**src/hw/rtl/grid_test_pattern_generator_core_macros.svh**
```systemverilog
// Assertion helpers for the grid pattern generator.
// All checks are clocked on i_clk and are off while i_rst_n is low.
`ifndef GRID_TEST_PATTERN_GENERATOR_CORE_MACROS_SVH
`define GRID_TEST_PATTERN_GENERATOR_CORE_MACROS_SVH

`ifndef SYNTHESIS

// Same-cycle implication
`define GTPG_ASSERT_NOW(label, ante, cons) \
    label: assert property (@(posedge i_clk) disable iff (!i_rst_n) (ante) |-> (cons)) \
        else $error("gtpg assertion failed");

// Next-cycle implication
`define GTPG_ASSERT_NEXT(label, ante, cons) \
    label: assert property (@(posedge i_clk) disable iff (!i_rst_n) (ante) |=> (cons)) \
        else $error("gtpg assertion failed");

`else

`define GTPG_ASSERT_NOW(label, ante, cons)
`define GTPG_ASSERT_NEXT(label, ante, cons)

`endif

`endif

```
**src/hw/rtl/gtpg_pkg.sv**
```systemverilog
`timescale 1ns / 1ps
`default_nettype none

package gtpg_pkg;

    localparam int COORD_WIDTH = 16;
    localparam int CELL_W      = 12;
    localparam int COUNT_W     = 8;
    localparam int COLOR_W     = 32;
    localparam int STEP_W      = 8;
    localparam int BPP_W       = 6;
    localparam int LAYOUT_W    = 30;
    localparam int CFG_ADDR_W  = 3;
    localparam int CFG_DATA_W  = 32;

    typedef enum logic [CFG_ADDR_W-1:0] {
        CFG_CELL_WIDTH     = 3'd0,
        CFG_CELL_HEIGHT    = 3'd1,
        CFG_RECT_COUNT     = 3'd2,
        CFG_FIRST_COLOR    = 3'd3,
        CFG_COLOR_STEP     = 3'd4,
        CFG_DIRECT_MODE    = 3'd5,
        CFG_BITS_PER_PIXEL = 3'd6,
        CFG_CHANNEL_LAYOUT = 3'd7
    } t_cfg_index;

    // All ones below bit 'bits'; 32 and above give a full word.
    function automatic logic [COLOR_W-1:0] low_mask(input logic [BPP_W-1:0] bits);
        logic [COLOR_W-1:0] m;
        if (bits[5]) begin
            m = '1;
        end else begin
            m = (32'd1 << bits[4:0]) - 32'd1;
        end
        return m;
    endfunction

    // One direct-mode channel: extract, add offset*step, wrap, put back in place.
    function automatic logic [COLOR_W-1:0] channel_value(
        input logic [COLOR_W-1:0] first,
        input logic [4:0]         size,
        input logic [4:0]         pos,
        input logic [8:0]         offset,
        input logic [STEP_W-1:0]  step
    );
        logic [COLOR_W-1:0] m;
        logic [16:0]        prod;
        logic [COLOR_W-1:0] v;
        m    = low_mask({1'b0, size});
        prod = 17'(offset) * 17'(step);
        v    = ((first >> pos) + 32'(prod)) & m;
        return v << pos;
    endfunction

endpackage

`default_nettype wire

```
**src/hw/rtl/grid_test_pattern_generator_core.sv**
```systemverilog
`timescale 1ns / 1ps
`default_nettype none

// Grid test pattern generator. Every transaction on the slave stream asks for one
// pixel; the block answers with one master-stream transaction carrying the pixel's
// x and y coordinate and color, walking a rect_count by rect_count grid of
// cell_width by cell_height rectangles cell by cell, and row by row inside a cell.
// tlast marks the last pixel of the frame, after which the walk wraps to the top
// left. A set restart bit starts the walk over at that very pixel. Throughput is
// one pixel per clock unless m_axis_tready stalls it. The color logic (three 9x8
// multipliers in direct mode) sits between the position counters, color sum and output
// register, so a pixel is valid in the cycle after its request. The output
// register is bypassed for ready, so a new request is taken while the previous
// pixel is being taken. Program the configuration registers only while idle.
module grid_test_pattern_generator_core (
    input  wire logic                                i_clk,
    input  wire logic                                i_rst_n,
    // configuration write port
    input  wire logic                                i_cfg_we,
    input  wire logic [gtpg_pkg::CFG_ADDR_W-1:0]     i_cfg_addr,
    input  wire logic [gtpg_pkg::CFG_DATA_W-1:0]     i_cfg_data,
    // request stream
    input  wire logic                                s_axis_tvalid,
    output      logic                                s_axis_tready,
    input  wire logic [7:0]                          s_axis_tdata,  // [0] restart
    // pixel stream
    output      logic                                m_axis_tvalid,
    input  wire logic                                m_axis_tready,
    output      logic [63:0]                         m_axis_tdata,  // [15:0] pixel_x,
                                                                    // [31:16] pixel_y,
                                                                    // [63:32] pixel_color
    output      logic                                m_axis_tlast   // frame_last
);

    localparam int CW  = gtpg_pkg::COORD_WIDTH;
    localparam int CLW = gtpg_pkg::CELL_W;
    localparam int CNW = gtpg_pkg::COUNT_W;

    // configuration
    logic [CLW-1:0]                    r_cell_width;
    logic [CLW-1:0]                    r_cell_height;
    logic [CNW-1:0]                    r_rect_count;
    logic [gtpg_pkg::COLOR_W-1:0]      r_first_color;
    logic [gtpg_pkg::STEP_W-1:0]       r_color_step;
    logic                              r_direct_mode;
    logic [gtpg_pkg::BPP_W-1:0]        r_bits_per_pixel;
    logic [gtpg_pkg::LAYOUT_W-1:0]     r_channel_layout;

    // walk state
    logic [CLW-1:0]                    r_x_in_cell,   n_x_in_cell;
    logic [CLW-1:0]                    r_y_in_cell,   n_y_in_cell;
    logic [CNW-1:0]                    r_cell_column, n_cell_column;
    logic [CNW-1:0]                    r_cell_row,    n_cell_row;
    logic [CW-1:0]                     r_origin_x,    n_origin_x;
    logic [CW-1:0]                     r_origin_y,    n_origin_y;
    logic [gtpg_pkg::COLOR_W-1:0]      r_index_sum,   n_index_sum;

    // output register
    logic                              r_out_valid;
    logic [CW-1:0]                     r_pixel_x,     n_pixel_x;
    logic [CW-1:0]                     r_pixel_y,     n_pixel_y;
    logic [gtpg_pkg::COLOR_W-1:0]      r_pixel_color, n_pixel_color;
    logic                              r_frame_last,  n_frame_last;

    // current state after a possible restart
    logic [CLW-1:0]                    w_x, w_y;
    logic [CNW-1:0]                    w_col, w_row;
    logic [CW-1:0]                     w_ox, w_oy;
    logic [gtpg_pkg::COLOR_W-1:0]      w_sum;
    logic                              w_restart;
    logic                              w_accept;
    logic                              w_x_end, w_y_end, w_c_end, w_r_end;
    logic [8:0]                        w_diag;

    assign w_accept      = s_axis_tvalid && s_axis_tready;
    assign s_axis_tready = !r_out_valid || m_axis_tready;
    assign w_restart     = s_axis_tdata[0];

    always_ff @(posedge i_clk) begin
        if (!i_rst_n) begin
            r_cell_width     <= CLW'(1);
            r_cell_height    <= CLW'(1);
            r_rect_count     <= CNW'(1);
            r_first_color    <= '0;
            r_color_step     <= '0;
            r_direct_mode    <= 1'b0;
            r_bits_per_pixel <= gtpg_pkg::BPP_W'(8);
            r_channel_layout <= '0;
        end else if (i_cfg_we) begin
            case (gtpg_pkg::t_cfg_index'(i_cfg_addr))
                gtpg_pkg::CFG_CELL_WIDTH:     r_cell_width     <= i_cfg_data[CLW-1:0];
                gtpg_pkg::CFG_CELL_HEIGHT:    r_cell_height    <= i_cfg_data[CLW-1:0];
                gtpg_pkg::CFG_RECT_COUNT:     r_rect_count     <= i_cfg_data[CNW-1:0];
                gtpg_pkg::CFG_FIRST_COLOR:    r_first_color    <= i_cfg_data;
                gtpg_pkg::CFG_COLOR_STEP:     r_color_step     <= i_cfg_data[7:0];
                gtpg_pkg::CFG_DIRECT_MODE:    r_direct_mode    <= i_cfg_data[0];
                gtpg_pkg::CFG_BITS_PER_PIXEL: r_bits_per_pixel <= i_cfg_data[5:0];
                gtpg_pkg::CFG_CHANNEL_LAYOUT: r_channel_layout <= i_cfg_data[29:0];
                default: ;
            endcase
        end
    end

    always_comb begin
        // restart clears the walk before this pixel is produced
        w_x   = w_restart ? '0 : r_x_in_cell;
        w_y   = w_restart ? '0 : r_y_in_cell;
        w_col = w_restart ? '0 : r_cell_column;
        w_row = w_restart ? '0 : r_cell_row;
        w_ox  = w_restart ? '0 : r_origin_x;
        w_oy  = w_restart ? '0 : r_origin_y;
        w_sum = w_restart ? '0 : r_index_sum;

        // greater-or-equal so a zero or lowered register ends the run at once
        w_x_end = ({1'b0, w_x} + 13'd1) >= {1'b0, r_cell_width};
        w_y_end = ({1'b0, w_y} + 13'd1) >= {1'b0, r_cell_height};
        w_c_end = ({1'b0, w_col} + 9'd1) >= {1'b0, r_rect_count};
        w_r_end = ({1'b0, w_row} + 9'd1) >= {1'b0, r_rect_count};

        n_pixel_x    = w_ox + CW'(w_x);
        n_pixel_y    = w_oy + CW'(w_y);
        n_frame_last = w_x_end && w_y_end && w_c_end && w_r_end;

        w_diag = {1'b0, w_col} + {1'b0, w_row};
        if (r_direct_mode) begin
            n_pixel_color =
                gtpg_pkg::channel_value(r_first_color, r_channel_layout[4:0],
                    r_channel_layout[9:5], {1'b0, w_col}, r_color_step) |
                gtpg_pkg::channel_value(r_first_color, r_channel_layout[14:10],
                    r_channel_layout[19:15], {1'b0, w_row}, r_color_step) |
                gtpg_pkg::channel_value(r_first_color, r_channel_layout[24:20],
                    r_channel_layout[29:25], w_diag, r_color_step);
        end else begin
            n_pixel_color = (r_first_color + w_sum) & gtpg_pkg::low_mask(r_bits_per_pixel);
        end

        // advance the walk
        n_x_in_cell   = w_x;
        n_y_in_cell   = w_y;
        n_cell_column = w_col;
        n_cell_row    = w_row;
        n_origin_x    = w_ox;
        n_origin_y    = w_oy;
        n_index_sum   = w_sum;
        if (!w_x_end) begin
            n_x_in_cell = w_x + CLW'(1);
        end else begin
            n_x_in_cell = '0;
            if (!w_y_end) begin
                n_y_in_cell = w_y + CLW'(1);
            end else begin
                n_y_in_cell = '0;
                if (!w_c_end) begin
                    n_cell_column = w_col + CNW'(1);
                    n_origin_x    = w_ox + CW'(r_cell_width);
                    n_index_sum   = w_sum + 32'(r_color_step);
                end else begin
                    n_cell_column = '0;
                    n_origin_x    = '0;
                    if (!w_r_end) begin
                        n_cell_row  = w_row + CNW'(1);
                        n_origin_y  = w_oy + CW'(r_cell_height);
                        n_index_sum = w_sum + 32'(r_color_step);
                    end else begin
                        n_cell_row  = '0;
                        n_origin_y  = '0;
                        n_index_sum = '0;
                    end
                end
            end
        end
    end

    always_ff @(posedge i_clk) begin
        if (!i_rst_n) begin
            r_x_in_cell   <= '0;
            r_y_in_cell   <= '0;
            r_cell_column <= '0;
            r_cell_row    <= '0;
            r_origin_x    <= '0;
            r_origin_y    <= '0;
            r_index_sum   <= '0;
            r_out_valid   <= 1'b0;
        end else if (w_accept) begin
            r_x_in_cell   <= n_x_in_cell;
            r_y_in_cell   <= n_y_in_cell;
            r_cell_column <= n_cell_column;
            r_cell_row    <= n_cell_row;
            r_origin_x    <= n_origin_x;
            r_origin_y    <= n_origin_y;
            r_index_sum   <= n_index_sum;
            r_out_valid   <= 1'b1;
        end else if (m_axis_tready) begin
            r_out_valid   <= 1'b0;
        end
    end

    // hold the pixel until its transaction completes
    always_ff @(posedge i_clk) begin
        if (w_accept) begin
            r_pixel_x     <= n_pixel_x;
            r_pixel_y     <= n_pixel_y;
            r_pixel_color <= n_pixel_color;
            r_frame_last  <= n_frame_last;
        end
    end

    assign m_axis_tvalid = r_out_valid;
    assign m_axis_tdata  = {r_pixel_color, 16'(r_pixel_y), 16'(r_pixel_x)};
    assign m_axis_tlast  = r_frame_last;

`include "grid_test_pattern_generator_core_macros.svh"

    `GTPG_ASSERT_NEXT(a_frame_end_wraps, w_accept && n_frame_last, r_x_in_cell == '0 && r_y_in_cell == '0 && r_cell_column == '0 && r_cell_row == '0 && r_index_sum == '0)
    `GTPG_ASSERT_NOW(a_col0_origin, r_cell_column == '0, r_origin_x == '0)
    `GTPG_ASSERT_NOW(a_row0_origin, r_cell_row == '0, r_origin_y == '0)
    `GTPG_ASSERT_NOW(a_first_cell_sum, r_cell_column == '0 && r_cell_row == '0, r_index_sum == '0)

endmodule

`default_nettype wire

```
**config.mk**
```make
export PLATFORM = sky130hd
export DESIGN_NAME = grid_test_pattern_generator_core
export DESIGN_NICKNAME = d
export VERILOG_FILES = /design/src/hw/rtl/gtpg_pkg.sv /design/src/hw/rtl/grid_test_pattern_generator_core.sv
export VERILOG_INCLUDE_DIRS = /design/src /design/src/hw/rtl
export SDC_FILE = /design/constraint.sdc
export NUM_CORES = 2
export LEC_CHECK = 0
export BUFFER_PORTS_ARGS = -buffer_cell sky130_fd_sc_hd__buf_2
export CELL_PAD_IN_SITES_DETAIL_PLACEMENT = 2
export CELL_PAD_IN_SITES_GLOBAL_PLACEMENT = 2
export CORE_MARGIN = 2
export CORE_UTILIZATION = 29
export CTS_BUF_LIST = sky130_fd_sc_hd__clkbuf_8 sky130_fd_sc_hd__clkbuf_16
export DETAILED_ROUTE_END_ITERATION = 12
export PLACE_DENSITY_LB_ADDON = 0.1
export SYNTH_ARGS = -nofsm -noshare
export SYNTH_HDL_FRONTEND = slang
export SYNTH_SLANG_ARGS = --single-unit
```
**constraint.sdc**
```tcl
create_clock -name i_clk -period 20.8 [get_ports i_clk]
set_input_delay 1.04 -clock i_clk [delete_from_list [all_inputs] [get_ports i_clk]]
set_output_delay 1.04 -clock i_clk [all_outputs]
set_load 0.01 [all_outputs]
```
==> results.cfg <==
[worst_setup_path]
cpMaxStageDelayCell = a211oi_1
crit_fanout = 57
cp.depth = 24
start_kind = register
cp-end-kind = register
crit_path_max_incr_delay_ns = 0.82
crit_type = reg -> reg
required_ns = 21.10
cp_top_family = compound AO/OA/AOI/OAI gates
crit_top_cell = fa_1
crit_arrival_ns = 10.32
reg2reg_depth = 24
path_buf_inv = 4
path_cells = buf_4, clkinv_1, buf_4, o21ai_0, nor2_1, a211oi_1, a211oi_1, a21oi_1, fa_1, fa_1, fa_1, fa_1, inv_1, ha_1, o21ai_0, o21ai_0, a22oi_1, a211oi_1, mux2i_1, nor4b_1, a221oi_1, mux2i_1, a221oi_1, a41oi_1

[routing]
drc_errors = 0
drt_iter0_drc = 3346
vias_per_cell = 5.941
routed_wl_um = 207000
drtAntennaViolNets = 0
dr.pass1.iters = 6
vias = 42294
drt-wirelength-per-cell_um = 29.08

[timing]
tns_ns = 0
hold_viol = 0
slew_viol_final = 0
rsz0062_at_grt = no
setup_violations = 0
tightest_slew_ns = 1.317
max_clock_freq_mhz = 99.76
fin_skew_ns = 0.06254
max_slew_margin_pct = 11.26
min_period_ns = 10.02
finalCritPeriodShare_pct = 48.19

[place]
place_hpwl_um = 161100
routabilityCongestion = 0.9571
port_buffers = 107

[synth]
synth_area_um2 = 40200
yosys-top-cells-area = dfxtp_1 (11%), ha_1 (8.3%), fa_1 (8.2%)
syn_nets = 5888
yosysWarnings = 0
synth_edf_count = 65
async_flop_share_pct = 0
syn_avg_cell_area_um2 = 7.433
yosysTopAreaCell = dfxtp_1
synthesis.instances = 5409
synthFlopType = dfxtp_1
synth_cell_types = 104
synth_most_common_cell = nand2_1
ys_seq_elements = 279
ys_seq_area_share_pct = 15.51
synthTopCellsByCount = nand2_1 (743), nor2_1 (418), a21oi_1 (410), inv_1 (353), clkbuf_1 (288)
synth_top_cell_area_share_pct = 10.66

[die]
die-area_um2 = 141600
ioPinCount = 115
die-width_um = 376.3
die_h_um = 376.3
rows = 136
start_util_pct = 29.24
core_area_um2 = 137500

[flow_run]
maxCapViolCount = 0

[cts]
cts_setup_buffers = 0
cts_tree = done
cts.sinks = 279
clkSlewWorstSetupHoldPaths_ns = 0.07
ctsRootBufferMaster = clkbuf_16
clk_path_buf_depth = 3
cts_hold_buf = 0
postCtsResizedCells = 0
cts_buffers = 39
clock_latency_ns = 0.64
htreeDepth = 2

[run_status]
status = finished, final reports clean

[finish]
area_growth_pct = 8.677
drive_gt1_share_pct = 9.434
fin_util_pct = 31.78
nets = 5769

[global_routing]
grt_pass1_vias = 43817
grt_max_degree = 113
grt_pass1_wl_um = 304400
grt_antenna_before_repair = 8
grt_usage_pct = 28.61
grt_remaining_overflow = 0

[worst_hold_path]
hold_depth = 1
min_path_type = reg -> reg

[power_and_ir_drop]
power.density_nw_per_um2 = 36.89
p_leak_nw = 17.57
ir_worst_vdd_v = 0.00004981
-- registers in the layout (all words and copies together), names as in the netlist, 12 cells and up --
name and flops:
r_y_in_cell 12, r_x_in_cell 12, r_origin_y 16, r_origin_x 16, r_pixel_color 32, r_pixel_y 16, r_channel_layout 30, r_index_sum 32
r_cell_height 12, r_pixel_x 16, r_first_color 32, r_cell_width 12
-- layer usage --
| layer | share of wire [%] | wire (um) | GRT usage [%] |
|---|---|---|---|
| met3 | 4.8 | 9936 | 3.158 |
| met1 | 46 | 94230 | 38.86 |
| met2 | 46 | 95010 | 46.88 |
| met5 | 0.025 | 51 | 0 |
| met4 | 3.8 | 7787 | 9.925 |
-- per-stage QoR --
stage               hold WS [ns]  cells  power, mW  cell area [um^2]  setup slack [ns]
CTS                       0.4528   7115      1.634             43680             10.88
floorplan                 0.4274   5409     0.7910             40200             11.61
detailed placement        0.4436   7043     0.9412             42420             10.23
finish                    0.4508   7119      1.612             43690             10.78
global route              0.4803   7115      1.681             43680             10.16
global placement          0.4344   7043     0.9362             42420             10.26
-- final timing paths --
check                                                  startpoint                           end  slack [ns]
worst min register to register       r_index_sum[28]$_SDFFE_PN0P_  r_index_sum[28]$_SDFFE_PN0P_        0.45
worst max register to register  r_channel_layout[15]$_SDFFE_PN0P_   r_pixel_color[27]$_DFFE_PP_       10.78
worst max-delay path            r_channel_layout[15]$_SDFFE_PN0P_   r_pixel_color[27]$_DFFE_PP_       10.78
worst min-delay path                 r_index_sum[28]$_SDFFE_PN0P_  r_index_sum[28]$_SDFFE_PN0P_        0.45
-- cell usage in the layout, fill, tap and decap left out, drive strengths merged, types with 43 or more instances in the layout --
cell type | Yosys | final
nand2 | 743 | 743
ha | 267 | 267
nor2 | 418 | 418
nor2b | 134 | 134
nand4 | 58 | 58
o211ai | 47 | 47
o22ai | 43 | 43
a21o | 79 | 79
o21a | 46 | 46
a21oi | 410 | 410
buf | 97 | 226
a31oi | 68 | 68
xnor2 | 86 | 86
mux2i | 135 | 135
fa | 164 | 164
inv | 353 | 362
nand3 | 145 | 145
clkbuf | 288 | 43
mux2 | 56 | 56
and3 | 54 | 54
xor2 | 54 | 54
o21ai | 278 | 278
nand2b | 57 | 57
a22oi | 68 | 68
a211oi | 83 | 83
and2 | 150 | 150
mux4 | 62 | 62
edfxtp | 65 | 65
nor3 | 110 | 110
dfxtp | 214 | 214
-- cell type report --
cell class | instances | area [um^2]
Fill cell | 16226 | 93800
Multi-Input combinational cell | 4385 | 31120
Sequential cell | 279 | 6269
Tap cell | 1794 | 2245
Timing Repair Buffer | 226 | 1431
Inverter | 359 | 1355
Clock buffer | 43 | 1042
Clock inverter | 29 | 219.0
Antenna cell | 4 | 10.01
-- power by group --
group | leakage, nW | switching, mW | internal [mW]
Sequential | 2.39 | 0.0186 | 0.567
Combinational | 14.5 | 0.249 | 0.0972
Clock | 0.662 | 0.304 | 0.376
Total | 17.6 | 0.571 | 1.04
-- kinds of logic (layout without fill, tap and decap cells) --
group,after synthesis,count (layout),share of synthesized area [%]
simple gates,2054,2054,24.50
compound gates,1507,1507,24.79
buf+inv,745,657,7.264
fa+ha+maj,431,431,16.48
flops,279,279,15.51
mux,253,253,8.412
xor+xnor,140,140,3.050
other cells,0,4,0
(Power assumes the default switching activity.)
